==> src/rtl/fmfr_pkg.sv <==
`default_nettype none

package fmfr_pkg;

  parameter int MAX_PAYLOAD = 256;

  localparam logic [8:0] MaxPayloadW = 9'(MAX_PAYLOAD);

  localparam logic [7:0]  MARK_FOURWAY = 8'h2F;
  localparam logic [7:0]  MARK_DOLLAR  = 8'h24;
  localparam logic [7:0]  MARK_M       = 8'h4D;
  localparam logic [7:0]  MARK_LT      = 8'h3C;
  localparam logic [15:0] CRC_POLY     = 16'h1021;

  // Byte positions inside a frame, counted from the start marker.
  localparam logic [8:0] POS_IDLE    = 9'd0;
  localparam logic [8:0] POS_HDR1    = 9'd1;
  localparam logic [8:0] POS_HDR2    = 9'd2;
  localparam logic [8:0] POS_HDR3    = 9'd3;
  localparam logic [8:0] POS_HDR4    = 9'd4;
  localparam logic [8:0] POS_PAYLOAD = 9'd5;

  // Bytes around the payload: four-way has five header and two CRC bytes,
  // MSP v1 has five header bytes and one checksum byte.
  localparam logic [8:0] FOURWAY_OVERHEAD = 9'd7;
  localparam logic [8:0] MSP_OVERHEAD     = 9'd6;

  typedef enum logic [1:0] {
    RK_PAYLOAD = 2'd0,
    RK_OK      = 2'd1,
    RK_REJECT  = 2'd2
  } result_kind_e;

  typedef enum logic {
    FK_FOURWAY = 1'b0,
    FK_MSP     = 1'b1
  } frame_kind_e;

  typedef struct packed {
    result_kind_e kind;
    frame_kind_e  fkind;
    logic [7:0]   command;
    logic [15:0]  address;
    logic [8:0]   count;
    logic [7:0]   data;
  } result_t;

  function automatic logic [15:0] crc_feed(logic [15:0] crc, logic [7:0] b);
    logic [15:0] c;
    c = crc ^ {b, 8'h00};
    for (int k = 0; k < 8; k++) begin
      if (c[15]) begin
        c = {c[14:0], 1'b0} ^ CRC_POLY;
      end else begin
        c = {c[14:0], 1'b0};
      end
    end
    return c;
  endfunction

endpackage

`default_nettype wire

==> src/rtl/fmfr_in_stage.sv <==
`default_nettype none

module fmfr_in_stage (
  input  wire logic       clk_i,
  input  wire logic       rst_ni,
  input  wire logic       rx_valid_i,
  output logic            rx_ready_o,
  input  wire logic [7:0] rx_byte_i,
  output logic            valid_o,
  output logic [7:0]      byte_o,
  input  wire logic       take_i
);

  logic       valid_q;
  logic [7:0] byte_q;

  assign rx_ready_o = !valid_q || take_i;
  assign valid_o    = valid_q;
  assign byte_o     = byte_q;

  always_ff @(posedge clk_i or negedge rst_ni) begin
    if (!rst_ni) begin
      valid_q <= 1'b0;
    end else if (rx_valid_i && rx_ready_o) begin
      valid_q <= 1'b1;
    end else if (take_i) begin
      valid_q <= 1'b0;
    end
  end

  always_ff @(posedge clk_i) begin
    if (rx_valid_i && rx_ready_o) begin
      byte_q <= rx_byte_i;
    end
  end

endmodule

`default_nettype wire

==> src/rtl/fmfr_parser.sv <==
`default_nettype none

module fmfr_parser (
  input  wire logic             clk_i,
  input  wire logic             rst_ni,
  input  wire logic             step_i,
  input  wire logic [7:0]       byte_i,
  output logic                  res_valid_o,
  output fmfr_pkg::result_t     res_o
);

  import fmfr_pkg::*;

  logic [8:0]  byte_index_q, byte_index_d;
  logic [8:0]  frame_total_q, frame_total_d;
  frame_kind_e current_kind_q, current_kind_d;
  logic [15:0] running_crc_q, running_crc_d;
  logic [7:0]  running_xor_q, running_xor_d;
  logic [7:0]  held_command_q, held_command_d;
  logic [15:0] held_address_q, held_address_d;
  logic [8:0]  held_length_q, held_length_d;
  logic        header_good_q, header_good_d;
  logic [7:0]  crc_high_q, crc_high_d;

  logic [8:0]  idx;
  logic [8:0]  fw_len;
  logic        ok;

  assign idx    = byte_index_q;
  assign fw_len = (byte_i == 8'h00) ? 9'd256 : {1'b0, byte_i};

  always_comb begin
    byte_index_d   = byte_index_q;
    frame_total_d  = frame_total_q;
    current_kind_d = current_kind_q;
    running_crc_d  = running_crc_q;
    running_xor_d  = running_xor_q;
    held_command_d = held_command_q;
    held_address_d = held_address_q;
    held_length_d  = held_length_q;
    header_good_d  = header_good_q;
    crc_high_d     = crc_high_q;
    ok             = 1'b0;
    res_valid_o    = 1'b0;
    res_o.kind     = RK_PAYLOAD;
    res_o.fkind    = current_kind_q;
    res_o.command  = held_command_q;
    res_o.address  = held_address_q;
    res_o.count    = held_length_q;
    res_o.data     = byte_i;

    if (idx == POS_IDLE) begin
      if (byte_i == MARK_FOURWAY || byte_i == MARK_DOLLAR) begin
        if (byte_i == MARK_FOURWAY) begin
          current_kind_d = FK_FOURWAY;
          running_crc_d  = crc_feed(16'h0000, byte_i);
        end else begin
          current_kind_d = FK_MSP;
          running_xor_d  = 8'h00;
        end
        held_command_d = 8'h00;
        held_address_d = 16'h0000;
        held_length_d  = 9'd0;
        header_good_d  = 1'b1;
        frame_total_d  = 9'd0;
        byte_index_d   = POS_HDR1;
      end
    end else if (idx < POS_PAYLOAD) begin
      byte_index_d = idx + 9'd1;
      if (current_kind_q == FK_FOURWAY) begin
        running_crc_d = crc_feed(running_crc_q, byte_i);
        case (idx)
          POS_HDR1: held_command_d = byte_i;
          POS_HDR2: held_address_d = {byte_i, held_address_q[7:0]};
          POS_HDR3: held_address_d = {held_address_q[15:8], byte_i};
          default: begin
            held_length_d = fw_len;
            frame_total_d = fw_len + FOURWAY_OVERHEAD;
            if (fw_len > MaxPayloadW) begin
              header_good_d = 1'b0;
            end
          end
        endcase
      end else begin
        case (idx)
          POS_HDR1: begin
            if (byte_i != MARK_M) begin
              header_good_d = 1'b0;
            end
          end
          POS_HDR2: begin
            if (byte_i != MARK_LT) begin
              header_good_d = 1'b0;
            end
          end
          POS_HDR3: begin
            running_xor_d = running_xor_q ^ byte_i;
            held_length_d = {1'b0, byte_i};
            frame_total_d = {1'b0, byte_i} + MSP_OVERHEAD;
            if ({1'b0, byte_i} > MaxPayloadW) begin
              header_good_d = 1'b0;
            end
          end
          default: begin
            running_xor_d  = running_xor_q ^ byte_i;
            held_command_d = byte_i;
          end
        endcase
      end
    end else if ((idx + 9'd1) == frame_total_q) begin
      if (current_kind_q == FK_FOURWAY) begin
        ok = header_good_q && ({crc_high_q, byte_i} == running_crc_q);
      end else begin
        ok = header_good_q && (byte_i == running_xor_q);
      end
      res_valid_o   = 1'b1;
      res_o.kind    = ok ? RK_OK : RK_REJECT;
      res_o.data    = 8'h00;
      byte_index_d  = POS_IDLE;
      frame_total_d = 9'd0;
      running_crc_d = 16'h0000;
      running_xor_d = 8'h00;
      header_good_d = 1'b1;
    end else if (current_kind_q == FK_FOURWAY && (idx + 9'd2) == frame_total_q) begin
      crc_high_d   = byte_i;
      byte_index_d = idx + 9'd1;
    end else begin
      if (current_kind_q == FK_FOURWAY) begin
        running_crc_d = crc_feed(running_crc_q, byte_i);
      end else begin
        running_xor_d = running_xor_q ^ byte_i;
      end
      byte_index_d = idx + 9'd1;
      res_valid_o  = 1'b1;
    end
  end

  always_ff @(posedge clk_i or negedge rst_ni) begin
    if (!rst_ni) begin
      byte_index_q   <= POS_IDLE;
      frame_total_q  <= 9'd0;
      current_kind_q <= FK_FOURWAY;
      running_crc_q  <= 16'h0000;
      running_xor_q  <= 8'h00;
      held_command_q <= 8'h00;
      held_address_q <= 16'h0000;
      held_length_q  <= 9'd0;
      header_good_q  <= 1'b1;
      crc_high_q     <= 8'h00;
    end else if (step_i) begin
      byte_index_q   <= byte_index_d;
      frame_total_q  <= frame_total_d;
      current_kind_q <= current_kind_d;
      running_crc_q  <= running_crc_d;
      running_xor_q  <= running_xor_d;
      held_command_q <= held_command_d;
      held_address_q <= held_address_d;
      held_length_q  <= held_length_d;
      header_good_q  <= header_good_d;
      crc_high_q     <= crc_high_d;
    end
  end

  a_idle_clean: assert property (@(posedge clk_i) disable iff (!rst_ni)
    (byte_index_q == POS_IDLE) |-> (frame_total_q == 9'd0 && running_crc_q == 16'h0000 &&
                                    running_xor_q == 8'h00 && header_good_q))
    else $error("parser idle with leftover frame state");

  a_index_bound: assert property (@(posedge clk_i) disable iff (!rst_ni)
    byte_index_q <= (9'd256 + FOURWAY_OVERHEAD - 9'd1))
    else $error("byte index past the longest frame");

  a_summary_idle: assert property (@(posedge clk_i) disable iff (!rst_ni)
    (step_i && res_valid_o && res_o.kind != RK_PAYLOAD) |=> (byte_index_q == POS_IDLE))
    else $error("parser did not return to idle after a summary");

  a_total_known: assert property (@(posedge clk_i) disable iff (!rst_ni)
    (byte_index_q >= POS_PAYLOAD && current_kind_q == FK_FOURWAY) |->
      (frame_total_q >= (FOURWAY_OVERHEAD + 9'd1)))
    else $error("four-way frame length missing in payload phase");

endmodule

`default_nettype wire

==> src/rtl/fmfr_out_stage.sv <==
`default_nettype none

module fmfr_out_stage (
  input  wire logic              clk_i,
  input  wire logic              rst_ni,
  input  wire logic              load_i,
  input  wire fmfr_pkg::result_t res_i,
  output logic                   free_o,
  output logic                   valid_o,
  input  wire logic              ready_i,
  output fmfr_pkg::result_t      res_o
);

  import fmfr_pkg::*;

  logic    valid_q;
  result_t res_q;

  assign free_o  = !valid_q || ready_i;
  assign valid_o = valid_q;
  assign res_o   = res_q;

  always_ff @(posedge clk_i or negedge rst_ni) begin
    if (!rst_ni) begin
      valid_q <= 1'b0;
    end else if (load_i) begin
      valid_q <= 1'b1;
    end else if (ready_i) begin
      valid_q <= 1'b0;
    end
  end

  always_ff @(posedge clk_i) begin
    if (load_i) begin
      res_q <= res_i;
    end
  end

endmodule

`default_nettype wire

==> src/rtl/fourway_msp_frame_receiver_core.sv <==
// Path: an accepted byte sits in the input register, and its result loads into the result
// register when the parser steps; the step waits while the result register is full.
// Throughput: one byte per cycle while the result register drains; the CRC byte update is
// a single combinational step between the two registers.
// Reset: rst_ni is asynchronous, active low, and returns the parser to idle with empty
// input and result registers.
`default_nettype none

module fourway_msp_frame_receiver_core (
  input  wire logic        clk_i,
  input  wire logic        rst_ni,
  input  wire logic        rx_valid_i,
  output logic             rx_ready_o,
  input  wire logic [7:0]  rx_byte_i,
  output logic             res_valid_o,
  input  wire logic        res_ready_i,
  output logic [1:0]       result_kind_o,
  output logic             frame_kind_o,
  output logic [7:0]       command_code_o,
  output logic [15:0]      target_address_o,
  output logic [8:0]       payload_count_o,
  output logic [7:0]       data_byte_o
);

  import fmfr_pkg::*;

  logic       stage_valid;
  logic [7:0] stage_byte;
  logic       out_free;
  logic       step;
  logic       parse_valid;
  result_t    parse_res;
  result_t    out_res;

  assign step = stage_valid && out_free;

  fmfr_in_stage u_in (
    .clk_i      (clk_i),
    .rst_ni     (rst_ni),
    .rx_valid_i (rx_valid_i),
    .rx_ready_o (rx_ready_o),
    .rx_byte_i  (rx_byte_i),
    .valid_o    (stage_valid),
    .byte_o     (stage_byte),
    .take_i     (step)
  );

  fmfr_parser u_parser (
    .clk_i       (clk_i),
    .rst_ni      (rst_ni),
    .step_i      (step),
    .byte_i      (stage_byte),
    .res_valid_o (parse_valid),
    .res_o       (parse_res)
  );

  fmfr_out_stage u_out (
    .clk_i   (clk_i),
    .rst_ni  (rst_ni),
    .load_i  (step && parse_valid),
    .res_i   (parse_res),
    .free_o  (out_free),
    .valid_o (res_valid_o),
    .ready_i (res_ready_i),
    .res_o   (out_res)
  );

  assign result_kind_o    = out_res.kind;
  assign frame_kind_o     = out_res.fkind;
  assign command_code_o   = out_res.command;
  assign target_address_o = out_res.address;
  assign payload_count_o  = out_res.count;
  assign data_byte_o      = out_res.data;

endmodule

`default_nettype wire
==> config.mk <==
export PLATFORM = sky130hd
export DESIGN_NAME = fourway_msp_frame_receiver_core
export DESIGN_NICKNAME = d
export VERILOG_FILES = /design/src/rtl/fmfr_pkg.sv /design/src/rtl/fmfr_in_stage.sv /design/src/rtl/fmfr_parser.sv /design/src/rtl/fmfr_out_stage.sv /design/src/rtl/fourway_msp_frame_receiver_core.sv
export SDC_FILE = /design/constraint.sdc
export NUM_CORES = 1
export LEC_CHECK = 0
export ABC_CLOCK_PERIOD_IN_PS = 4200
export BUFFER_PORTS_ARGS = -buffer_cell sky130_fd_sc_hd__buf_2
export CAP_MARGIN = 20
export CORE_UTILIZATION = 30
export CTS_CLUSTER_DIAMETER = 100
export DETAILED_ROUTE_END_ITERATION = 12
export SYNTH_ARGS = -nofsm -noshare
export SYNTH_HDL_FRONTEND = slang
export SYNTH_HIERARCHICAL = 1
export SYNTH_SLANG_ARGS = --single-unit
==> constraint.sdc <==
create_clock -name clk_i -period 4.2 [get_ports clk_i]
set_input_delay 0.84 -clock clk_i [delete_from_list [all_inputs] [get_ports clk_i]]
set_output_delay 0.84 -clock clk_i [all_outputs]
set_load 0.03 [all_outputs]
# --- Word-level counts from Yosys, hierarchy flattened ---
# Index checks and enable logic that the tools add are counted.
word_totals:
  in_bits: 12
  output_inout_bits: 46
  elab_cells: 295
  reg_bits: 139
classes:
  addsub: 4
  n_reduce_logical: 35
  bitwise: 29
  order_cmp: 3
  mux: 172
  n_eq_ne: 32
op_table:
  columns: ["cell", "count"]
  rows:
  - ["16-bit 2-to-1 mux", 88]
  - ["13-bit 2-to-1 mux", 23]
  - ["9-bit 2-to-1 mux", 17]
  - ["8-bit 2-to-1 mux", 18]
  - ["3-bit inverter", 23]
  - ["16-bit case mux with 2 select lines", 1]
  - ["1-bit 2-to-1 mux", 23]
  - ["5-bit AND reduction", 4]
  - ["9-bit by 2-bit equality test with 1-bit output, second input constant", 2]
  - ["9-bit equality test", 2]
  - ["6-bit AND reduction", 3]
  - ["16-bit equality test", 1]
  - ["8-bit by 6-bit equality test with 1-bit output, second input constant", 2]
  - ["16-bit bitwise XOR", 1]
  - ["5-bit inequality test, second input constant", 3]
  - ["3-bit inequality test, second input constant", 4]
  - ["2-bit nonzero test", 5]
  - ["8-bit by 3-bit adder with 9-bit output, second input constant", 1]
  - ["9-bit by 1-bit adder with 9-bit output, second input constant", 1]
  - ["9-bit by 2-bit adder with 9-bit output, second input constant", 1]
  - ["9-bit by 3-bit adder with 9-bit output, second input constant", 1]
  - ["9-bit by 1-bit equality test with 1-bit output, second input constant", 1]
  - ["8-bit by 9-bit > comparator with 1-bit output, second input constant", 1]
  - ["9-bit > comparator, second input constant", 1]
  - ["other kinds (28)", 48]

# --- Longest topological paths before layout ---
# Gate-level depths: netlist of run 1.
logic_depth:
  depth_word: 57
  depth_mapped: 12
  ltp_nobuf: 10

# --- Modules after synthesis ---
# The synthesis of run 1 kept the hierarchy.
modules_own_cells:
  columns: ["module", "n_inst", "cells_per_inst", "area_per_inst_um2"]
  rows:
  - ["fmfr_parser", 1, 625, 5615.4]
  - ["fmfr_out_stage", 1, 47, 1368.8]
  - ["fmfr_in_stage", 1, 12, 294.0]
  - ["fourway_msp_frame_receiver_core", 1, 2, 12.5]

# --- Worst setup path after synthesis of run 1 ---
# Ideal clock, no wire load.
synth_timing:
  kind: "flip-flop to flip-flop"
  from: "reg u_parser.byte_index_q[1]"
  to: "reg u_out.res_q, in the netlist u_out/res_o[0], enable pin"
  stages_incl_launch_ff: 9
  period_less_slack_ns: 3.191
  setup_time_ns: 0.406
  setup_slack_ns: 1.009
  t_arrival_ns: 2.784
  t_required_ns: 3.794
  n_path_buf: 1
  cell_sequence: "dfrtp_1 > ha_1 > clkbuf_1 > and3_1 > nand3_1 > o221a_2 > o2111a_1 > nor2_1 > and3_1"
synth_between:
  elab_chain_cells: 8
synth_lines:
  columns: ["item", "line_no", "source"]
  rows:
  - ["start, declared", "fmfr_parser.sv:14", "logic [8:0] byte_index_q, byte_index_d;"]
  - ["start signal, assigned", "fmfr_parser.sv:151", "byte_index_q <= byte_index_d;"]
  - ["9-bit by 2-bit adder with 9-bit output", "fmfr_parser.sv:124", "end else if (current_kind_q == FK_FOURWAY && (idx + 9'd2) == frame_total_q) begin"]
  - ["9-bit equality test", "fmfr_parser.sv:124", null]
  - ["1-bit logical AND", "fmfr_parser.sv:124", null]
  - ["1-bit 2-to-1 mux", "fmfr_parser.sv:124", null]
  - ["1-bit 2-to-1 mux", "fmfr_parser.sv:110", "end else if ((idx + 9'd1) == frame_total_q) begin"]
  - ["1-bit 2-to-1 mux", "fmfr_parser.sv:68", "end else if (idx < POS_PAYLOAD) begin"]
  - ["1-bit 2-to-1 mux (*)", "fmfr_parser.sv:52", "if (idx == POS_IDLE) begin"]
  - ["net parse_valid", "fourway_msp_frame_receiver_core.sv:31", "logic parse_valid;"]
  - ["1-bit logical AND (*)", "fourway_msp_frame_receiver_core.sv:60", ".load_i (step && parse_valid),"]
  - ["end signal, assigned", "fmfr_out_stage.sv:35", "res_q <= res_i;"]
  - ["end, declared", "fmfr_out_stage.sv:17", "result_t res_q;"]
# Mark *: on every way through the listed nets, which the timed path passes. The rest lies on a longest branch.
# A chain may end at the register's enable or synchronous reset.

# --- Worst setup path in the final report of run 1 ---
layout_timing:
  from: "reg u_parser.byte_index_q[1]"
  to: "reg u_parser.running_xor_q[0]"
layout_between:
  elab_chain_cells: 5
layout_lines:
  columns: ["item", "line_no", "source"]
  rows:
  - ["9-bit by 2-bit adder with 9-bit output or 9-bit by 1-bit adder with 9-bit output (tied branches)", "fmfr_parser.sv:124, fmfr_parser.sv:110", null]
  - ["9-bit equality test, on equally long branches", "fmfr_parser.sv:124, fmfr_parser.sv:110", null]
  - ["1-bit logical AND or 8-bit 2-to-1 mux (tied branches)", "fmfr_parser.sv:124, fmfr_parser.sv:110", null]
  - ["4-bit by 1-bit inequality test with 1-bit output (no line) or 8-bit 2-to-1 mux (tied branches)", null, null]
  - ["7-bit AND reduction (no line) or 8-bit 2-to-1 mux (tied branches)", null, null]
  - ["end signal, assigned", "fmfr_parser.sv:155", "running_xor_q <= running_xor_d;"]
  - ["end, declared", "fmfr_parser.sv:18", "logic [7:0] running_xor_q, running_xor_d;"]
# Parallel ways exist; a longest one is shown, timed or not.

==> results of run 1 <==
## registers in the layout, summed over array words and instances (netlist names)
signal	count
u_parser/held_address_q	16
u_out/valid_o	1
u_parser/running_xor_q	8
u_parser/frame_total_q	9
u_parser/header_good_q	1
u_in/byte_o	8
u_out/res_o	44
u_parser/held_command_q	8
u_parser/running_crc_q	16
u_parser/current_kind_q	1
u_in/valid_o	1
u_parser/crc_high_q	8
u_parser/byte_index_q	9
u_parser/held_length_q	9
## worst reg2reg max path, stage by stage, from the launching register on
cell and delay (ps):
dfrtp_1 520, ha_1 420, nand4_2 250, nor4_1 580, nor2_1 180, o311ai_4 330
a31oi_4 180, or3_1 560, o31ai_2 230
## cell type report
type / count / area, sq um
fillers: 2447 / 15160
flip-flops and latches: 139 / 3740
multi-input cells: 481 / 3259
repair buffers: 78 / 478.0
clock buffers: 18 / 439.2
well taps: 319 / 399.1
clock inverters: 14 / 146.4
inverters: 17 / 63.81
## kinds of logic after synthesis
group | count (synthesis)
compound gates | 150
xor+xnor | 72
fa+ha+maj | 10
buf+inv | 66
flops | 139
mux | 28
simple gates | 221
## per-layer routing
metal / up-vias / global-route usage / part of all wire
met3: 17 / 0.04024 / 0.075
met4: 0 / 0.04993 / 0.011
met2: 183 / 0.2270 / 0.43
met1: 2604 / 0.2164 / 0.48
met5: - / 0 / 0
li1: 2555 / - / -
## worst max path at each step
stage	to	depth (start not counted)	slack (ps)	from
floorplan	u_out/res_o[0]	8	1010	u_parser/byte_index_q[1]
global placement	u_parser/running_xor_q[1]	8	930	u_parser/byte_index_q[1]
detailed placement	u_out/res_o[3]	7	910	u_parser/byte_index_q[1]
CTS	u_out/res_o[3]	7	900	u_parser/byte_index_q[1]
global route	u_out/res_o[4]	8	700	u_parser/byte_index_q[0]
finish	u_parser/running_xor_q[0]	8	850	u_parser/byte_index_q[1]
## cell usage in the layout, fill, tap and decap left out, drive strengths merged, types with 4 or more instances in the layout
cell type	n
nand3	14
xor2	42
nand2	64
o21a	7
dfrtp	86
o21ai	52
inv	28
buf	78
nor4	9
o22ai	5
clkbuf	18
nor2	61
a21oi	19
and2	6
nor2b	9
and3	5
o31ai	21
o221ai	4
mux2	27
xnor2	30
edfxtp	52
nor3b	4
nand4	11
ha	10
nand2b	14
nor3	15
a31oi	4
## metrics by stage
stage,worst slack (ps),instances,util,hold slack [ps],total power [uW]
after CTS,898.5,1065,0.3588,446.4,7185
after global placement,928.8,1033,0.3341,430.3,5628
after global routing,695.0,1066,0.3600,218.5,7651
final,849.9,1066,0.3600,233.5,7174
after floorplan,1009,686,-,421.0,4838
after detailed placement,910.9,1033,0.3341,431.7,5657
## report_power, final
part	switching, uW	internal (uW)
Clock	648	855
Sequential	386	2050
Combinational	2090	1150
Total	3120	4050
==> metrics.csv, run 1 <==
metric,value,unit
die_area,0.02493,sq mm
worstPathArrival,3690,ps
core-area,0.02368,sq mm
io_buffers,57,
ys_ff_latch,139,
cp_top_family,simple AND/OR/NAND/NOR gates,
insertion_delay,430,ps
slowest_delay,570,ps
tightest_slew,836.1,ps
total_leakage_power,0.003534,uW
yosys.area_share.simple,0.1546,
syn_area_per_cell,10.63,sq um
critPathKind,flop to flop,
synth_edf_count,52,
synthArstFlopShare,0.6259,
crit_chain,"ha_1, nand4_2, nor4_1, nor2_1, o311ai_4, a31oi_4, or3_1, o31ai_2",
clk_pin_slew,70,ps
ys_warn_count,6,
min_period,3350,ps
synth_compound_area_frac,0.1455,
start_kind,flop,
n_antenna_cell,0,
syn_to_final_growth,16.94,%
final_layout_size_suffix_gt1_frac,0.2182,
r2r-start,u_parser/byte_index_q[1],
ir_drop,344.6,uV
io_pins,58,
fin_crit_sh,0.7976,
post_drt_wl_per_cell,16.79,um
fin_setup_tns,0,ps
avgViaCountPerCell,5.027,
r2r_slack,850,ps
post_cts_buffers,0,
clockRootBuffer,clkbuf_16,
crit_buf_inv,0,
gp_congestion,0.8963,
cap_violations,0,
clock-sinks,139,
initial_core_util,0.3079,
fin_worst_skew,12.70,ps
grt_max_degree,76,
synth_xor_area_frac,0.08649,
overflow,0,
synth_seq_area_share,0.5130,
yosysTopAreaCellShare,0.2952,
setup_viol,0,
postPlaceCellArea,0.007913,sq mm
drtAntennaViolNets,0,
grt_pass1_vias,5098,
yosysUniqueCellTypes,77,
antenna_found_initial,0,
fmax,298.5,MHz
clockBufferDepth,2,
final-hold-violation-count,0,
rows,56,
post-dp-hpwl,12.01,mm
dr.pass1.iters,6,
finalNetCount,756,
post-route-cell-area,0.008526,sq mm
drt_iter0_drc,477,
wirelength,17.90,mm
syn_nets,708,
ys.flop_type,dfrtp_1,
grt_setup_unrepaired,no,
die_w,157.9,um
yosysMostFrequentCell,dfrtp_1,
synth.area.top_cells,"dfrtp_1 (30%), edfxtp_1 (21%), xor2_1 (5.0%)",
synthTopCellsByCount,"dfrtp_1 (86), nand2_1 (63), nor2_1 (59), edfxtp_1 (52), o21ai_0 (43)",
routed-via-count,5359,
drc,0,
min_path_type,primary input to async pin,
slew_violations,0,
worst_path_max_delay_cell,nor4_1,
synth_area_leader_cell,dfrtp_1,
synth.area.mux_share,0.04308,
cts_buffers,17,
htree_levels,4,
rr_endpoint,u_parser/running_xor_q[0],
outcome,"complete, no violations",
grt_usage,0.1536,
die_h,157.9,um
synth_top_family_by_area,simple AND/OR/NAND/NOR gates,
cts_resized,0,
path_max_fanout,9,
max_slew_margin,0.4355,
syn_area,0.007291,sq mm
r2r.worst_path.cells,8,
grt_pass1_wl,28.68,mm
synthAdderAreaFrac,0.01716,
cts_tree,yes,
power_density,841.4,mW/mm^2
endpoint_kind,flop,
netlist_instances,686,
required,4540,ps
ctsHoldBuffers,0,
(Power assumes the default switching activity.)
==> run 2, diff against run 1 <==
Settings changed: ABC_AREA set to 1, ABC_CLOCK_PERIOD_IN_PS 4200 to 3250.
Clock period 4.2 ns to 3.25 ns, I/O delays scaled along.
==> metrics.csv, run 2 <==
metric,value,unit,change
io_pins,58,,unchanged
drt_iter0_drc,564,,+18%
finalWorstSetupSlack,614.1,ps,-235.8 ps
cts_buffers,17,,unchanged
wirelength,18.73,mm,+4.7%
start_kind,flop,,
grt_max_degree,51,,-33%
overflow,0,,unchanged
power_frac_seq,0.320,,-0.019
n_antenna_cell,0,,unchanged
finalPower,9615,uW,+34%
clock-sinks,139,,unchanged
synth_edf_count,52,,unchanged
mostFrequentLayoutCells,"nand2_1 (274), dfrtp_1 (86), inv_1 (71), nor2_1 (59), buf_2 (56)",,
cp_top_family,simple AND/OR/NAND/NOR gates,,
routed-via-count,5887,,+9.9%
power_density,1110,mW/mm^2,+32%
cap_violations,0,,unchanged
drc,0,,unchanged
grtUsageMet3,0.03636,,-0.003877
r2r-start,u_parser/byte_index_q[2],,
die_w,160.1,um,+1.4%
total_leakage_power,0.004086,uW,+16%
synth.area.mux_share,0,,-0.04308
crit_chain,"ha_1, nand2_1, inv_1, nand2_1, nand2_1, xor2_1, nor2_1, nand2_1, inv_1, nor3_1, inv_1, nor2_4, buf_12",,
insertion_delay,430,ps,about the same
gp_congestion,0.8357,,-6.8%
p_int,5138,uW,+27%
power_frac_clock,0.198,,-0.012
rows,57,,+1.8%
cpMostUsedCell,nand2_1,,
post-dp-hpwl,13.46,mm,+12%
p_sw_frac,0.4656,,+0.03005
grt_pass1_vias,5632,,+10%
cts_resized,0,,unchanged
tightest_slew,716.3,ps,-119.8 ps
worstPathArrival,2740,ps,-950 ps
crit_buf_inv,4,,+4
post_drt_wl_per_cell,14.93,um,-11%
synthArstFlopShare,0.6259,,unchanged
ctsHoldBuffers,0,,unchanged
place_ws,676.0,ps,-234.9 ps
syn_nets,880,,+24%
outcome,"complete, no violations",,
combPwrFrac,0.481,,+0.030
yosysTopAreaCellShare,0.2870,,-0.008224
worst_path_max_delay_cell,dfrtp_1,,
largest_register_ffs,44,,unchanged
r2r_slack,610,ps,-240 ps
syn_area_per_cell,8.741,sq um,-18%
cts_tree,yes,,
initial_core_util,0.3075,,-0.0003716
switchingPower,4476,uW,+43%
ys_ff_latch,139,,unchanged
grt_pass1_wl,30.46,mm,+6.2%
min_path_type,primary input to async pin,,
synth_area_leader_cell,dfrtp_1,,
core-area,0.02439,sq mm,+3.0%
fin_crit_sh,0.8111,,+0.01341
r2r.worst_path.cells,13,,+5
yosysMostFrequentCell,nand2_1,,
synthAdderAreaFrac,0.01668,,-0.0004781
grt-busiest-layer,met2,,
grt_usage,0.1538,,+0.0001968
mostFrequentLayoutCell,nand2_1,,
synthTopCellsByCount,"nand2_1 (274), dfrtp_1 (86), inv_1 (71), nor2_1 (59), nand3_1 (55)",,
syn_to_final_growth,15.52,%,
required,3350,ps,-1190 ps
use_met2,0.2379,,+0.01097
synth_compound_area_frac,0.08192,,-0.06361
antenna_found_initial,0,,unchanged
clockBufferDepth,2,,unchanged
yosys.area_share.simple,0.2659,,+0.1113
slowest_delay,550,ps,-20 ps
ys_warn_count,6,,unchanged
max_slew_margin,0.5225,,+0.08696
fmax,379.4,MHz,+27%
clk_pin_slew,70,ps,about the same
fin_worst_skew,16.50,ps,+3.803 ps
post_cts_buffers,0,,unchanged
synth_seq_area_share,0.4987,,-0.01429
syn_area,0.007500,sq mm,+2.9%
die_area,0.02564,sq mm,+2.8%
setup_viol,0,,unchanged
final-hold-violation-count,0,,unchanged
ys.flop_type,dfrtp_1,,
netlist_instances,858,,+25%
grt_util_met1,0.2124,,-0.003998
min_period,2636,ps,-714.2 ps
synth.area.top_cells,"dfrtp_1 (29%), edfxtp_1 (21%), nand2_1 (14%)",,
yosysUniqueCellTypes,41,,-47%
die_h,160.1,um,+1.4%
avgViaCountPerCell,4.691,,-6.7%
drtAntennaViolNets,0,,unchanged
rr_endpoint,u_out/res_o[0],,
clockRootBuffer,clkbuf_16,,
htree_levels,4,,unchanged
grt_setup_unrepaired,no,,
synth_xor_area_frac,0.06306,,-0.02343
ir_drop,452.3,uV,+31%
path_max_fanout,44,,+35
finalNetCount,940,,+24%
dr.pass1.iters,6,,unchanged
final_layout_size_suffix_gt1_frac,0.1794,,-0.03883
fin_setup_tns,0,ps,unchanged
critPathKind,flop to flop,,
endpoint_kind,flop,,
slew_violations,0,,unchanged
synth_top_family_by_area,simple AND/OR/NAND/NOR gates,,
io_buffers,57,,unchanged
[run 2: power groups by stage]
stage	logic [uW]	registers [uW]	clock network, uW
CTS	4630	3080	1950
floorplan	3070	3560	0
detailed placement	4610	3110	0
global route	5160	3160	2010
finish	4630	3080	1910
global placement	4600	3110	0
[run 2: layout make-up]
class	instances	area (sq um)
Fill cell	2529	15730
Sequential cell	139	3740
Multi-Input combinational cell	603	3212
Clock buffer	19	442.9
Tap cell	324	405.4
Timing Repair Buffer	68	395.4
Inverter	89	336.6
Clock inverter	13	131.4
[run 2: kinds of logic after synthesis]
| kind of cell | after synthesis |
|---|---|
| buffers and inverters | 116 |
| XOR/XNOR | 54 |
| adder cells (fa/ha/maj) | 10 |
| AO/OA/AOI/OAI | 98 |
| flip-flops | 139 |
| AND/OR/NAND/NOR | 441 |
[run 2: through the flow]
| step | area [sq um] | hold WS, ps | utilization | std cells |
|---|---|---|---|---|
| final | 8663 | 255.9 | 0.3552 | 1255 |
| after global routing | 8663 | 316.8 | 0.3552 | 1255 |
| after CTS | 8663 | 294.3 | 0.3552 | 1255 |
| after detailed placement | 8089 | 433.1 | 0.3316 | 1223 |
| after global placement | 8089 | 431.8 | 0.3316 | 1223 |
| after floorplan | 7500 | 354.4 | - | 858 |
[run 2: how the worst max path moves through the flow]
stage | depth (start not counted) | slack [ps] | end | from
2_1_floorplan | 12 | 40 | u_out/res_o[0] | u_parser/byte_index_q[2]
3_3_place_gp | 13 | 680 | u_out/res_o[1] | u_parser/byte_index_q[2]
3_5_place_dp | 13 | 680 | u_out/res_o[0] | u_parser/byte_index_q[2]
4_1_cts | 13 | 640 | u_out/res_o[0] | u_parser/byte_index_q[2]
5_1_grt | 13 | 340 | u_out/res_o[0] | u_parser/byte_index_q[2]
6_report | 13 | 610 | u_out/res_o[0] | u_parser/byte_index_q[2]
[run 2: layer usage]
| metal | up-vias | share of wire |
|---|---|---|
| li1 | 2911 | - |
| met1 | 2776 | 0.47 |
| met2 | 180 | 0.45 |
| met3 | 20 | 0.065 |
| met4 | 0 | 0.011 |
| met5 | - | 0 |
